**config.mk**
```make
export PLATFORM = sky130hd
export DESIGN_NAME = peripheral_charge_state_machine
export DESIGN_NICKNAME = d
export VERILOG_FILES = /design/src/hw/rtl/pcsm_pkg.sv /design/src/hw/rtl/peripheral_charge_state_machine.sv /design/src/hw/rtl/pcsm_step.sv
export SDC_FILE = /design/constraint.sdc
export NUM_CORES = 1
export LEC_CHECK = 0
export BUFFER_PORTS_ARGS = -buffer_cell sky130_fd_sc_hd__buf_2
export CORE_UTILIZATION = 55
export CTS_BUF_LIST = sky130_fd_sc_hd__clkbuf_4 sky130_fd_sc_hd__clkbuf_8 sky130_fd_sc_hd__clkbuf_16
export CTS_CLUSTER_SIZE = 12
export DETAILED_ROUTE_END_ITERATION = 8
export GPL_ROUTABILITY_DRIVEN = 1
export PLACE_DENSITY = 0.86
export SYNTH_ARGS = -nofsm -noshare
export SYNTH_HDL_FRONTEND = slang
export SYNTH_SLANG_ARGS = --single-unit
```
**constraint.sdc**
```tcl
create_clock -name clk -period 4.4 [get_ports clk]
set_input_delay 0.44 -clock clk [delete_from_list [all_inputs] [get_ports clk]]
set_output_delay 0.44 -clock clk [all_outputs]
set_load 0.005 [all_outputs]
```
**src/hw/rtl/pcsm_pkg.sv**
```systemverilog
// pcsm_pkg: state, event, action and power codes plus the item, result and
// context structs shared by the charger manager modules
// no dependencies
`default_nettype none

package pcsm_pkg;

    localparam int LevelW = 7;

    localparam logic [LevelW-1:0] LEVEL_MAX        = 7'd100;
    localparam logic [LevelW-1:0] FULL_LEVEL_RESET = 7'd100;

    // controller states, full is a reported code only
    localparam logic [2:0] ST_RESET    = 3'd0;
    localparam logic [2:0] ST_INIT     = 3'd1;
    localparam logic [2:0] ST_ENABLED  = 3'd2;
    localparam logic [2:0] ST_DETECTED = 3'd3;
    localparam logic [2:0] ST_CHARGING = 3'd4;
    localparam logic [2:0] ST_FULL     = 3'd5;

    localparam logic [3:0] EV_NONE        = 4'd0;
    localparam logic [3:0] EV_INITIALIZED = 4'd1;
    localparam logic [3:0] EV_ENABLED     = 4'd2;
    localparam logic [3:0] EV_DISABLED    = 4'd3;
    localparam logic [3:0] EV_DETECTED    = 4'd4;
    localparam logic [3:0] EV_LOST        = 4'd5;
    localparam logic [3:0] EV_STARTED     = 4'd6;
    localparam logic [3:0] EV_UPDATE      = 4'd7;
    localparam logic [3:0] EV_ENDED       = 4'd8;
    localparam logic [3:0] EV_STOPPED     = 4'd9;
    localparam logic [3:0] EV_ERROR       = 4'd10;
    localparam logic [3:0] EV_INITIALIZE  = 4'd11;
    localparam logic [3:0] EV_ENABLE      = 4'd12;
    localparam logic [3:0] EV_DISABLE     = 4'd13;

    localparam logic [2:0] ACT_NONE    = 3'd0;
    localparam logic [2:0] ACT_INIT    = 3'd1;
    localparam logic [2:0] ACT_ENABLE  = 3'd2;
    localparam logic [2:0] ACT_DISABLE = 3'd3;
    localparam logic [2:0] ACT_QUERY   = 3'd4;

    localparam logic [1:0] DRV_OK   = 2'd0;
    localparam logic [1:0] DRV_BUSY = 2'd1;

    localparam logic [1:0] PWR_ON      = 2'd0;
    localparam logic [1:0] PWR_SUSPEND = 2'd1;

    typedef struct packed {
        logic [3:0]        event_code;
        logic [1:0]        driver_result;
        logic [1:0]        power_state;
        logic              level_valid;
        logic [LevelW-1:0] level_value;
    } item_t;

    typedef struct packed {
        logic [2:0]        next_state;
        logic [2:0]        reported_state;
        logic [LevelW-1:0] battery_level;
        logic              host_disabled;
        logic [2:0]        driver_action;
        logic              queue_enable;
        logic              notify_host;
    } result_t;

    typedef struct packed {
        logic [2:0]        ctrl_state;
        logic [LevelW-1:0] charge_level;
        logic              host_error;
    } ctx_t;

endpackage

`default_nettype wire

```
**src/hw/rtl/peripheral_charge_state_machine.sv**
```systemverilog
// peripheral_charge_state_machine: top level of the one-port charger manager
// holds the input register, controller context, threshold and result register;
// depends on pcsm_pkg and pcsm_step
//
//   channel   direction   handshake             payload
//   in        sink        in_valid / in_ready   event_code .. level_value
//   out       source      out_valid / out_ready next_state .. notify_host
//   cfg       sink        cfg_valid / cfg_ready cfg_data (full_level)
//
// path: an input goes to the input register, then its result to the result register
// throughput: one event per cycle unless out_ready stalls, set by the combinational
//   step logic that updates the controller context as it loads the result register
// stalls: out_ready low holds the result and then the input register;
//   in_ready falls only when both stages are full and the output is stalled
// reset: state reset, level and host flag zero, full_level 100, cfg_ready always high
`default_nettype none

module peripheral_charge_state_machine (
    input  wire logic                          clk,
    input  wire logic                          rst_n,

    input  wire logic                          in_valid,
    output logic                               in_ready,
    input  wire logic [3:0]                    event_code,
    input  wire logic [1:0]                    driver_result,
    input  wire logic [1:0]                    power_state,
    input  wire logic                          level_valid,
    input  wire logic [pcsm_pkg::LevelW-1:0]   level_value,

    output logic                               out_valid,
    input  wire logic                          out_ready,
    output logic [2:0]                         next_state,
    output logic [2:0]                         reported_state,
    output logic [pcsm_pkg::LevelW-1:0]        battery_level,
    output logic                               host_disabled,
    output logic [2:0]                         driver_action,
    output logic                               queue_enable,
    output logic                               notify_host,

    input  wire logic                          cfg_valid,
    output logic                               cfg_ready,
    input  wire logic [pcsm_pkg::LevelW-1:0]   cfg_data
);
    import pcsm_pkg::*;

    item_t             item_reg;
    logic              item_vld_reg;
    ctx_t              ctx_reg;
    ctx_t              ctx_next;
    result_t           res_reg;
    result_t           res_next;
    logic              res_vld_reg;
    logic [LevelW-1:0] full_level_reg;
    logic              res_load;
    logic              item_load;

    assign res_load  = item_vld_reg && (!res_vld_reg || out_ready);
    assign in_ready  = !item_vld_reg || res_load;
    assign item_load = in_valid && in_ready;
    assign cfg_ready = 1'b1;

    pcsm_step u_step (
        .item       (item_reg),
        .ctx        (ctx_reg),
        .full_level (full_level_reg),
        .ctx_next   (ctx_next),
        .res        (res_next)
    );

    always_ff @(posedge clk or negedge rst_n)
    begin
        if (!rst_n)
        begin
            item_vld_reg   <= 1'b0;
            res_vld_reg    <= 1'b0;
            ctx_reg        <= '0;
            full_level_reg <= FULL_LEVEL_RESET;
        end
        else
        begin
            if (item_load)
                item_vld_reg <= 1'b1;
            else if (res_load)
                item_vld_reg <= 1'b0;

            if (res_load)
            begin
                res_vld_reg <= 1'b1;
                ctx_reg     <= ctx_next;
            end
            else if (out_ready)
                res_vld_reg <= 1'b0;

            if (cfg_valid && cfg_ready)
                full_level_reg <= cfg_data;
        end
    end

    // payload registers
    always_ff @(posedge clk)
    begin
        if (item_load)
        begin
            item_reg.event_code    <= event_code;
            item_reg.driver_result <= driver_result;
            item_reg.power_state   <= power_state;
            item_reg.level_valid   <= level_valid;
            item_reg.level_value   <= level_value;
        end
        if (res_load)
            res_reg <= res_next;
    end

    assign out_valid      = res_vld_reg;
    assign next_state     = res_reg.next_state;
    assign reported_state = res_reg.reported_state;
    assign battery_level  = res_reg.battery_level;
    assign host_disabled  = res_reg.host_disabled;
    assign driver_action  = res_reg.driver_action;
    assign queue_enable   = res_reg.queue_enable;
    assign notify_host    = res_reg.notify_host;

    // context never leaves the five controller states
    a_state_range: assert property (@(posedge clk) disable iff (!rst_n)
        ctx_reg.ctrl_state <= ST_CHARGING)
        else $error("controller state out of range");

    // full is only reported for a detected device
    a_full_detected: assert property (@(posedge clk) disable iff (!rst_n)
        out_valid && reported_state == ST_FULL |-> next_state == ST_DETECTED)
        else $error("full reported outside detected");

    // stored level never exceeds the clamp
    a_level_clamp: assert property (@(posedge clk) disable iff (!rst_n)
        ctx_reg.charge_level <= LEVEL_MAX)
        else $error("battery level above limit");

    // a queued enable always comes with the initialized state
    a_queue_init: assert property (@(posedge clk) disable iff (!rst_n)
        out_valid && queue_enable |-> next_state == ST_INIT)
        else $error("enable queued outside initialized");

    // the result register only loads when the context advances with it
    a_ctx_tracks: assert property (@(posedge clk) disable iff (!rst_n)
        res_load |=> out_valid && ctx_reg.ctrl_state == next_state)
        else $error("context and result out of step");

endmodule

`default_nettype wire

```
**src/hw/rtl/pcsm_step.sv**
```systemverilog
// pcsm_step: next-state and result logic for one event of the charger manager
// depends on pcsm_pkg
`default_nettype none

module pcsm_step (
    input  wire pcsm_pkg::item_t             item,
    input  wire pcsm_pkg::ctx_t              ctx,
    input  wire logic [pcsm_pkg::LevelW-1:0] full_level,
    output pcsm_pkg::ctx_t                   ctx_next,
    output pcsm_pkg::result_t                res
);
    import pcsm_pkg::*;

    logic [3:0]        ev;
    logic [2:0]        st;
    logic [LevelW-1:0] lvl;
    logic              herr;
    logic [2:0]        act;
    logic              qen;
    logic              notify;
    logic              drv_ok;
    logic              drv_busy;
    logic              init_req;
    logic              dis_req;

    always_comb
    begin
        ev       = (item.event_code > EV_DISABLE) ? EV_NONE : item.event_code;
        drv_ok   = (item.driver_result == DRV_OK);
        drv_busy = (item.driver_result == DRV_BUSY);
        st       = ctx.ctrl_state;
        herr     = ctx.host_error;
        act      = ACT_NONE;
        qen      = 1'b0;
        init_req = 1'b0;
        dis_req  = 1'b0;

        // level report lands before the event is handled
        if (item.level_valid)
            lvl = (item.level_value > LEVEL_MAX) ? LEVEL_MAX : item.level_value;
        else
            lvl = ctx.charge_level;

        case (ctx.ctrl_state)
            ST_RESET:
            begin
                if (ev == EV_INITIALIZE)
                    init_req = 1'b1;
                else if (ev == EV_INITIALIZED)
                begin
                    qen = 1'b1;
                    st  = ST_INIT;
                end
            end
            ST_INIT:
            begin
                // an enable clears a held host disable before anything else
                if (ev == EV_ENABLE)
                    herr = 1'b0;
                if (!herr)
                begin
                    if (ev == EV_INITIALIZE)
                        init_req = 1'b1;
                    else if (ev == EV_ENABLE)
                    begin
                        act = ACT_ENABLE;
                        if (drv_ok)
                            st = ST_ENABLED;
                    end
                    else if (ev == EV_ENABLED)
                        st = ST_ENABLED;
                end
            end
            ST_ENABLED:
            begin
                if (ev == EV_INITIALIZE)
                    init_req = 1'b1;
                else if (ev == EV_DISABLE)
                    dis_req = 1'b1;
                else if (ev == EV_DISABLED)
                    st = ST_INIT;
                else if (ev == EV_DETECTED)
                begin
                    act = ACT_QUERY;
                    st  = ST_DETECTED;
                end
                else if (ev == EV_STARTED)
                    st = ST_CHARGING;
            end
            ST_DETECTED, ST_CHARGING:
            begin
                if (ev == EV_INITIALIZE)
                    init_req = 1'b1;
                else if (ev == EV_DISABLE)
                    dis_req = 1'b1;
                else if (ev == EV_DISABLED || ev == EV_ERROR)
                    st = ST_INIT;
                else if (ev == EV_LOST)
                begin
                    lvl = '0;
                    st  = ST_ENABLED;
                end
                else if (ctx.ctrl_state == ST_DETECTED && ev == EV_STARTED)
                    st = ST_CHARGING;
                else if (ctx.ctrl_state == ST_CHARGING &&
                         (ev == EV_ENDED || ev == EV_STOPPED))
                    st = ST_DETECTED;
            end
            default:
            begin
                st = ctx.ctrl_state;
            end
        endcase

        if (init_req)
        begin
            act  = ACT_INIT;
            lvl  = '0;
            herr = 1'b0;
            if (drv_ok)
            begin
                qen = 1'b1;
                st  = ST_INIT;
            end
            else if (drv_busy)
                st = ST_RESET;
        end

        if (dis_req)
        begin
            herr = 1'b1;
            act  = ACT_DISABLE;
            if (drv_ok)
                st = ST_INIT;
        end

        case (item.power_state)
            PWR_ON:      notify = (ev != EV_NONE);
            PWR_SUSPEND: notify = (ev == EV_DETECTED || ev == EV_LOST);
            default:     notify = 1'b0;
        endcase

        ctx_next.ctrl_state   = st;
        ctx_next.charge_level = lvl;
        ctx_next.host_error   = herr;

        res.next_state     = st;
        res.reported_state = (st == ST_DETECTED && lvl >= full_level) ? ST_FULL : st;
        res.battery_level  = lvl;
        res.host_disabled  = herr;
        res.driver_action  = act;
        res.queue_enable   = qen;
        res.notify_host    = notify;
    end

endmodule

`default_nettype wire

```
---- Yosys cells after proc, flatten, opt, wreduce, memory -nomap -nowiden ----
Index checks and enable logic that the tools add are counted.
word-level totals
  register bits after elaboration ......... 55
  input bits .............................. 28
  output and inout bits ................... 22
  word-level logic and storage cells ...... 126
operators by class
  magnitude comparators ................... 3
  eq/ne operators ......................... 19
  muxes and demuxes ....................... 63
  reductions and logical operators ........ 22
operators with widths
  operator                                                          number
  3-bit two-way mux                                                 29
  7-bit two-way mux                                                 8
  4-bit == test (second input constant)                             6
  1-bit two-way mux                                                 19
  4-bit by 3-bit == test with 1-bit output (second input constant)  3
  3-bit one-hot mux with 4 select lines                             1
  3-bit by 2-bit == test with 1-bit output (second input constant)  3
  4-bit by 2-bit == test with 1-bit output (second input constant)  2
  7-bit greater-or-equal comparator                                 1
  7-bit greater-than comparator (second input constant)             1
  3-bit one-hot mux with 2 select lines                             1
  1-bit logical AND                                                 5
  1-bit logical OR                                                  5
  2-bit by 1-bit == test with 1-bit output (second input constant)  2
  4-bit by 1-bit == test with 1-bit output (second input constant)  1
  4-bit greater-than comparator (second input constant)             1
  2-bit logical NOT                                                 2
  2-bit two-way mux                                                 2
  4-bit two-way mux                                                 1
  1-bit one-hot mux with 2 select lines                             2
  2-bit nonzero test                                                2
  4-bit nonzero test                                                1
  2-bit OR reduction                                                2
  4-bit OR reduction                                                1
  other kinds (5)                                                   6

---- Longest topological paths before layout ----
Gate-level depths: netlist of run 1.
  depth in word-level cells ............... 19
  gate-level depth with buffers ........... 12
  gate-level depth less buffers ........... 11

---- Hierarchy ----
From an unflattened synthesis of run 1, not the netlist that was laid out.
unflattened totals
  cell total of the unflattened synthesis .. 235
  area total of the unflattened synthesis .. 2895.3 um2
by module, submodules not included
  module                           times used  cells each  area an instance (um2)  sequential area each (um2)
  peripheral_charge_state_machine  1           84          1875.5                  1555.2
  pcsm_step                        1           151         1019.7                  0.0

---- Worst setup path before layout of run 1 ----
No wires, ideal clock.
  path type ............................... register -> register
  from .................................... register item_reg[14] (netlist name)
  to ...................................... register res_reg, in the netlist reported_state[1] (data pin)
  library setup time ...................... 0.170 ns
  arrival ................................. 2.497 ns
  data required time ...................... 4.230 ns
  slack ................................... 1.733 ns
  cell stages (with the launch flop) ...... 13
  path buffers ............................ 1
  period minus slack after synthesis ...... 2.667 ns
  cell sequence ........................... edfxtp_1 buf_2 and4bb_2 a32oi_1 o2bb2ai_2 a21oi_1 inv_1 ha_1 nand2b_1 a211oi_1 o21a_1 o31ai_1 a311oi_2
RTL lines
  what                  RTL line                                text
  from (decl)           peripheral_charge_state_machine.sv:46   item_t item_reg;
  to (signal assigned)  peripheral_charge_state_machine.sv:111  res_reg <= res_next;
  to (decl)             peripheral_charge_state_machine.sv:50   result_t res_reg;

==> results of run 1 <==
==> final cells by class <==
cell class,instances,area (um2)
Inverter,13,48.80
Fill cell,378,1660
Multi-Input combinational cell,157,1072
Sequential cell,55,1555
Tap cell,67,83.83
Timing Repair Buffer,48,240.2
Clock inverter,2,17.52
Clock buffer,6,76.32
==> synthesized netlist by cell type (2+ instances only) <==
cell | count | area share (%)
dfstp_2 | 3 | 2.9
mux2i_1 | 3 | 1.1
a32oi_1 | 2 | 0.64
a31oi_1 | 2 | 0.46
mux2_2 | 6 | 2.5
a21o_1 | 4 | 1.1
buf_2 | 4 | 0.73
inv_1 | 11 | 1.5
nor3b_1 | 3 | 0.82
o211ai_1 | 5 | 1.4
dfrtp_1 | 17 | 15
a211oi_1 | 4 | 1.1
a21oi_1 | 9 | 1.6
o21ai_0 | 14 | 2.6
nor3_1 | 2 | 0.36
nand3b_1 | 5 | 1.4
o2111ai_1 | 4 | 1.3
clkbuf_1 | 7 | 0.96
buf_4 | 3 | 0.82
nor2_1 | 17 | 2.3
edfxtp_1 | 35 | 38
nand2_1 | 20 | 2.7
nor2b_1 | 3 | 0.68
ha_1 | 7 | 3.2
and3b_1 | 2 | 0.64
nand2b_1 | 9 | 2.1
nand3_1 | 8 | 1.5
o31ai_1 | 4 | 1.1
==> cells by family after synthesis <==
| logic type | count (synthesis) |
|---|---|
| compound gates | 60 |
| xor+xnor | 1 |
| fa+ha+maj | 7 |
| buf+inv | 27 |
| flops | 55 |
| mux | 9 |
| other cells | 1 |
| simple gates | 79 |
==> layer usage <==
metal	share of wire (%)	vias to the layer above
li1	-	962
met3	5.6	9
met4	1.5	0
met5	0	-
met2	45	75
met1	48	896
==> report_power, final <==
part / internal [mW] / switching (mW) / total, mW
clock network: 0.121 / 0.158 / 0.278
registers: 0.631 / 0.0559 / 0.687
logic: 0.115 / 0.143 / 0.257
==> metrics by stage <==
step	cell area (um2)	hold WS, ns	total power [mW]
2_1_floorplan	2745	0.1444	0.8728
3_3_place_gp	3000	0.4095	0.9453
3_5_place_dp	3000	0.4213	0.9557
4_1_cts	3094	0.08450	1.228
5_1_grt	3094	0.1007	1.298
6_report	3094	0.06842	1.223
==> layout by cell type (no fill, tap or decap), drive strengths merged, types with 3 or more instances in the layout <==
cell type and n:
nor2b 3, a21oi 9, mux2 6, o211ai 5, o31ai 4, ha 7
nor3b 4, nand3b 5, mux2i 3, dfstp 3, nand2 20, clkbuf 6
nand2b 9, dfrtp 17, clkinv 3, edfxtp 35, nand3 8, a21o 4
o21ai 14, inv 12, nor2 17, buf 48, a211oi 4, a311oi 3
o2111ai 4
==> path summary, 6_finish.rpt <==
kind	startpoint	to	slack [ns]	depth (start not counted)
max	item_reg[12]	reported_state[2]	1.29	9
min	rst_n	full_level_reg[3]	0.07	1
max reg2reg	item_reg[12]	reported_state[2]	1.29	9
min reg2reg	ctx_reg[6]	ctx_reg[6]	0.51	2
max in group asynchronous	rst_n	full_level_reg[5]	3.99	1
min in group clk	level_value[2]	item_reg[2]	0.30	1
==> flow_metrics.env, run 1 <==
export IMPL_outcome="completed"
export IMPL_synth_edff_count=35
export IMPL_post_dp_hpwl_um=3478
export IMPL_post_cts_buffers=0
export IMPL_synthToLayoutAreaGrowth_pct=12.72
export IMPL_largest_reg_flops=16
export IMPL_cap_violations=0
export IMPL_wl_um=4772
export IMPL_synth_top_family_by_area="compound AO/OA/AOI/OAI gates"
export IMPL_grt_usage_pct=19.83
export IMPL_crit_family="compound AO/OA/AOI/OAI gates"
export IMPL_grt_max_degree=27
export IMPL_drt_iter0_drc=138
export IMPL_synthAdderAreaFrac_pct=3.191
export IMPL_clkTransAtPathRegs_ns=0.10
export IMPL_critPathRequiredTime_ns=4.53
export IMPL_die_w_um=72.65
export IMPL_die_area_um2=5278
export IMPL_vias=1942
export IMPL_grt_pass1_wl_um=7866
export IMPL_yosysSeqAreaShare_pct=56.65
export IMPL_hold_viol=0
export IMPL_rows=25
export IMPL_clockRootBuffer="clkbuf_8"
export IMPL_ant_nets=0
export IMPL_setup_slack_ns=1.293
export IMPL_stdcell_count=348
export IMPL_cts_tree="yes"
export IMPL_portBuffers=48
export IMPL_gp_congestion=0.9727
export IMPL_end_kind="flip-flop"
export IMPL_path_cells="and4bb_2 > a32oi_1 > o2bb2ai_2 > a311oi_1 > ha_1 > o21ai_0 > o21a_1 > o31a_1 > o41ai_1"
export IMPL_power_density_nw_per_um2=395.1
export IMPL_gr_usage_met3_pct=4.144
export IMPL_die_height_um=72.65
export IMPL_tritoncts_num_buffers=5
export IMPL_use_met2_pct=28.56
export IMPL_insertion_delay_ns=0.31
export IMPL_leakage_nw=1.285
export IMPL_synth_yosys_warnings=0
export IMPL_fin_tns_setup_ns=0
export IMPL_h_tree_depth=2
export IMPL_busiest_layer="met1"
export IMPL_cts_sinks=55
export IMPL_slew_headroom_pct=41.45
export IMPL_cp_start_kind="flip-flop"
export IMPL_holdBufCountCts=0
export IMPL_worstMarginPinSlew_ns=0.8729
export IMPL_placedCellCount=340
export IMPL_hold_path_class="primary input to asynchronous set/reset pin"
export IMPL_crit_type="flip-flop to flip-flop"
export IMPL_crit_path_max_incr_delay_ns=0.63
export IMPL_pre_cts_ws_ns=1.297
export IMPL_async_flop_share_pct=36.36
export IMPL_post_route_min_period_ns=3.107
export IMPL_avgViaCountPerCell=5.580
export IMPL_slew_violations=0
export IMPL_grt_pass1_vias=1659
export IMPL_start_util_pct=57.74
export IMPL_diodes=0
export IMPL_fin_nets=315
export IMPL_synth_xor_area_share_pct=0.3191
export IMPL_crit_arrival_ns=3.23
export IMPL_synth_area_mux_share_pct=3.555
export IMPL_cp_max_fo=19
export IMPL_synth_distinct_cells=54
export IMPL_fin_util_pct=65.08
export IMPL_ir_drop_mv=0.2196
export IMPL_syn_area_um2=2745
export IMPL_syn_num_nets=274
export IMPL_timing_final_crit_share_pct=70.61
export IMPL_fin_skew_ns=0.009642
export IMPL_crit_buf_inv=0
export IMPL_post_route_drc_count=0
export IMPL_finalSetupViolations=0
export IMPL_cts_resized=0
export IMPL_rsz0062_at_grt="no"
export IMPL_synth_compound_area_share_pct=16.00
export IMPL_core_region_area_um2=4755
export IMPL_cts_path_max_buffers=2
export IMPL_critPathSlowestCell="edfxtp_1"
export IMPL_pin_count=50
export IMPL_synthSimpleGateAreaFrac_pct=15.86
export IMPL_syn_avg_cell_area_um2=11.49
export IMPL_synth_seq_cells=55
export IMPL_drtPass1Iterations=5
export IMPL_grtUsageMet1_pct=29.82
export IMPL_synth_flop_cell="edfxtp_1"
export IMPL_grt_remaining_overflow=0
export IMPL_antenna_found_initial=0
export IMPL_wl_per_cell_um=13.71
export IMPL_netlist_instances=239
export IMPL_layout_drive_gt1_share_pct=26.33
export IMPL_fmax_ghz=0.3219
Note: power is estimated with default switching activity, not from simulation.
==> run 2: changes to the inputs <==
--- a/config.mk
+++ b/config.mk
@@ -6,12 +6,12 @@
 export NUM_CORES = 1
 export LEC_CHECK = 0
 export BUFFER_PORTS_ARGS = -buffer_cell sky130_fd_sc_hd__buf_2
-export CORE_UTILIZATION = 55
+export CORE_UTILIZATION = 50
 export CTS_BUF_LIST = sky130_fd_sc_hd__clkbuf_4 sky130_fd_sc_hd__clkbuf_8 sky130_fd_sc_hd__clkbuf_16
 export CTS_CLUSTER_SIZE = 12
 export DETAILED_ROUTE_END_ITERATION = 8
 export GPL_ROUTABILITY_DRIVEN = 1
-export PLACE_DENSITY = 0.86
+export PLACE_DENSITY = 0.83
 export SYNTH_ARGS = -nofsm -noshare
 export SYNTH_HDL_FRONTEND = slang
 export SYNTH_SLANG_ARGS = --single-unit
==> constraint.sdc (replaced) <==
create_clock -name clk -period 2.85 [get_ports clk]
set_input_delay 0.285 -clock clk [delete_from_list [all_inputs] [get_ports clk]]
set_output_delay 0.285 -clock clk [all_outputs]
set_load 0.005 [all_outputs]
==> flow_metrics.env, run 2 (synthesis results as in run 1) <==
export IMPL_post_route_drc_count=0
export IMPL_core_region_area_um2=5205
export IMPL_cp_max_fo=6
export IMPL_clkTransAtPathRegs_ns=0.10
export IMPL_post_dp_hpwl_um=3721
export IMPL_power_density_nw_per_um2=602.0
export IMPL_placedCellCount=354
export IMPL_final_common_cell="buf_2"
export IMPL_slew_violations=0
export IMPL_hold_viol=0
export IMPL_tritoncts_num_buffers=5
export IMPL_h_tree_depth=2
export IMPL_fmax_ghz=0.3727
export IMPL_drtPass1Iterations=4
export IMPL_cts_tree="yes"
export IMPL_r2r_cells=9
export IMPL_setup_slack_ns=0.1670
export IMPL_cap_violations=0
export IMPL_grt_usage_pct=18.88
export IMPL_largest_reg_flops=16
export IMPL_end_kind="flip-flop"
export IMPL_drt_iter0_drc=93
export IMPL_grt_pass1_wl_um=8480
export IMPL_grt_remaining_overflow=0
export IMPL_whs_path_depth=1
export IMPL_crit_path_max_incr_delay_ns=0.46
export IMPL_nFillCells=445
export IMPL_finalSetupViolations=0
export IMPL_avgViaCountPerCell=5.441
export IMPL_reg2reg_to="reported_state[2]"
export IMPL_total_power_mw=1.945
export IMPL_critPathRequiredTime_ns=2.98
export IMPL_slew_headroom_pct=56.32
export IMPL_layout_drive_gt1_share_pct=30.64
export IMPL_start_util_pct=52.74
export IMPL_outcome="completed"
export IMPL_die_w_um=76.10
export IMPL_stdcell_count=367
export IMPL_pin_count=50
export IMPL_vias=1997
export IMPL_worstMarginPinSlew_ns=0.6552
export IMPL_final_cell_mix="buf_2, edfxtp_1, nand2_1"
export IMPL_grt_pass1_vias=1765
export IMPL_ant_nets=0
export IMPL_post_route_min_period_ns=2.683
export IMPL_wl_um=5120
export IMPL_r2r_setup_slack_ns=0.17
export IMPL_synthToLayoutAreaGrowth_pct=17.68
export IMPL_clockRootBuffer="clkbuf_8"
export IMPL_holdPathEnd="item_reg[4]"
export IMPL_wl_per_cell_um=13.95
export IMPL_crit_type="flip-flop to flip-flop"
export IMPL_hold_path_class="primary input to flip-flop"
export IMPL_die_height_um=76.10
export IMPL_cts_path_max_buffers=2
export IMPL_multiInputGateArea_um2=1082
export IMPL_r2r_start="item_reg[13]"
export IMPL_path_cells="and4bb_2 > a32oi_1 > o2bb2ai_2 > a21oi_1 > ha_1 > o21ai_0 > o21a_1 > o31a_1 > o41ai_1"
export IMPL_leakage_nw=1.366
export IMPL_timing_final_crit_share_pct=94.14
export IMPL_rows=26
export IMPL_fin_skew_ns=0.01075
export IMPL_cp_start_kind="flip-flop"
export IMPL_insertion_delay_ns=0.31
export IMPL_seq_area_um2=1555
export IMPL_cts_sinks=55
export IMPL_crit_arrival_ns=2.81
export IMPL_hp_start="level_value[4]"
export IMPL_pre_cts_ws_ns=-0.01981
export IMPL_antenna_found_initial=0
export IMPL_fin_nets=331
export IMPL_diodes=0
export IMPL_grt_max_degree=21
export IMPL_ir_drop_mv=0.3908
export IMPL_gp_congestion=0.8912
export IMPL_critPathSlowestCell="edfxtp_1"
export IMPL_portBuffers=48
export IMPL_die_area_um2=5790
run 2: area by class of cell:
cell class / instances / share of cell area, %
multi-input cells: 157 / 33.50
inverters: 13 / 1.510
clock inverters: 2 / 0.5422
clock buffers: 6 / 2.363
well taps: 70 / 2.711
flip-flops and latches: 55 / 48.14
repair buffers: 64 / 11.23
run 2: repair_timing:
| item | 4_1_cts | 5_1_grt |
|---|---|---|
| pin swaps | 0 | 1 |
| gates resized for setup | 1 | 1 |
| hold endpoints to repair | 17 | 0 |
| hold buffers | 1 | 0 |
| endpoints found under the setup margin | 2 | 2 |
| buffers inserted | 0 | 4 |
run 2: critical path: cells and delay by family (launching register included):
kind,cells,cell delay [ns]
AOI/OAI and AO/OA,7,1.35
DFF,1,0.46
and+or+nand+nor,1,0.39
adders and majority gates,1,0.30
run 2: worst max path at each step:
| stage | from | end | slack (ns) |
|---|---|---|---|
| 4_1_cts | item_reg[14] | reported_state[2] | 0.04 |
| 5_1_grt | item_reg[14] | reported_state[2] | -0.02 |
| 3_3_place_gp | item_reg[14] | reported_state[1] | 0.16 |
| 2_1_floorplan | item_reg[14] | reported_state[1] | 0.18 |
| 6_report | item_reg[13] | reported_state[2] | 0.17 |
| 3_5_place_dp | item_reg[14] | reported_state[2] | -0.02 |
run 2: metrics by stage:
step | utilization [%] | hold WS, ns | setup TNS, ns | cell area (um2)
floorplan | - | -0.01059 | 0 | 2745
global placement | 59.30 | 0.2623 | 0 | 3087
detailed placement | 59.30 | 0.2671 | -0.01981 | 3087
CTS | 61.42 | 0.1290 | 0 | 3197
global route | 62.07 | 0.1197 | -0.02054 | 3231
finish | 62.07 | 0.1391 | 0 | 3231
run 2: layer usage:
layer,track usage [%],vias to the layer above,part of all wire (%)
met1,27.00,934,49
met2,28.36,66,44
met4,9.423,0,2.0
met3,2.635,7,4.6
met5,0,-,0
li1,-,990,-
run 2: power by group:
part / internal [mW] / switching, mW
Clock: 0.187 / 0.258
Combinational: 0.206 / 0.258
Sequential: 0.974 / 0.0620
Total: 1.37 / 0.578
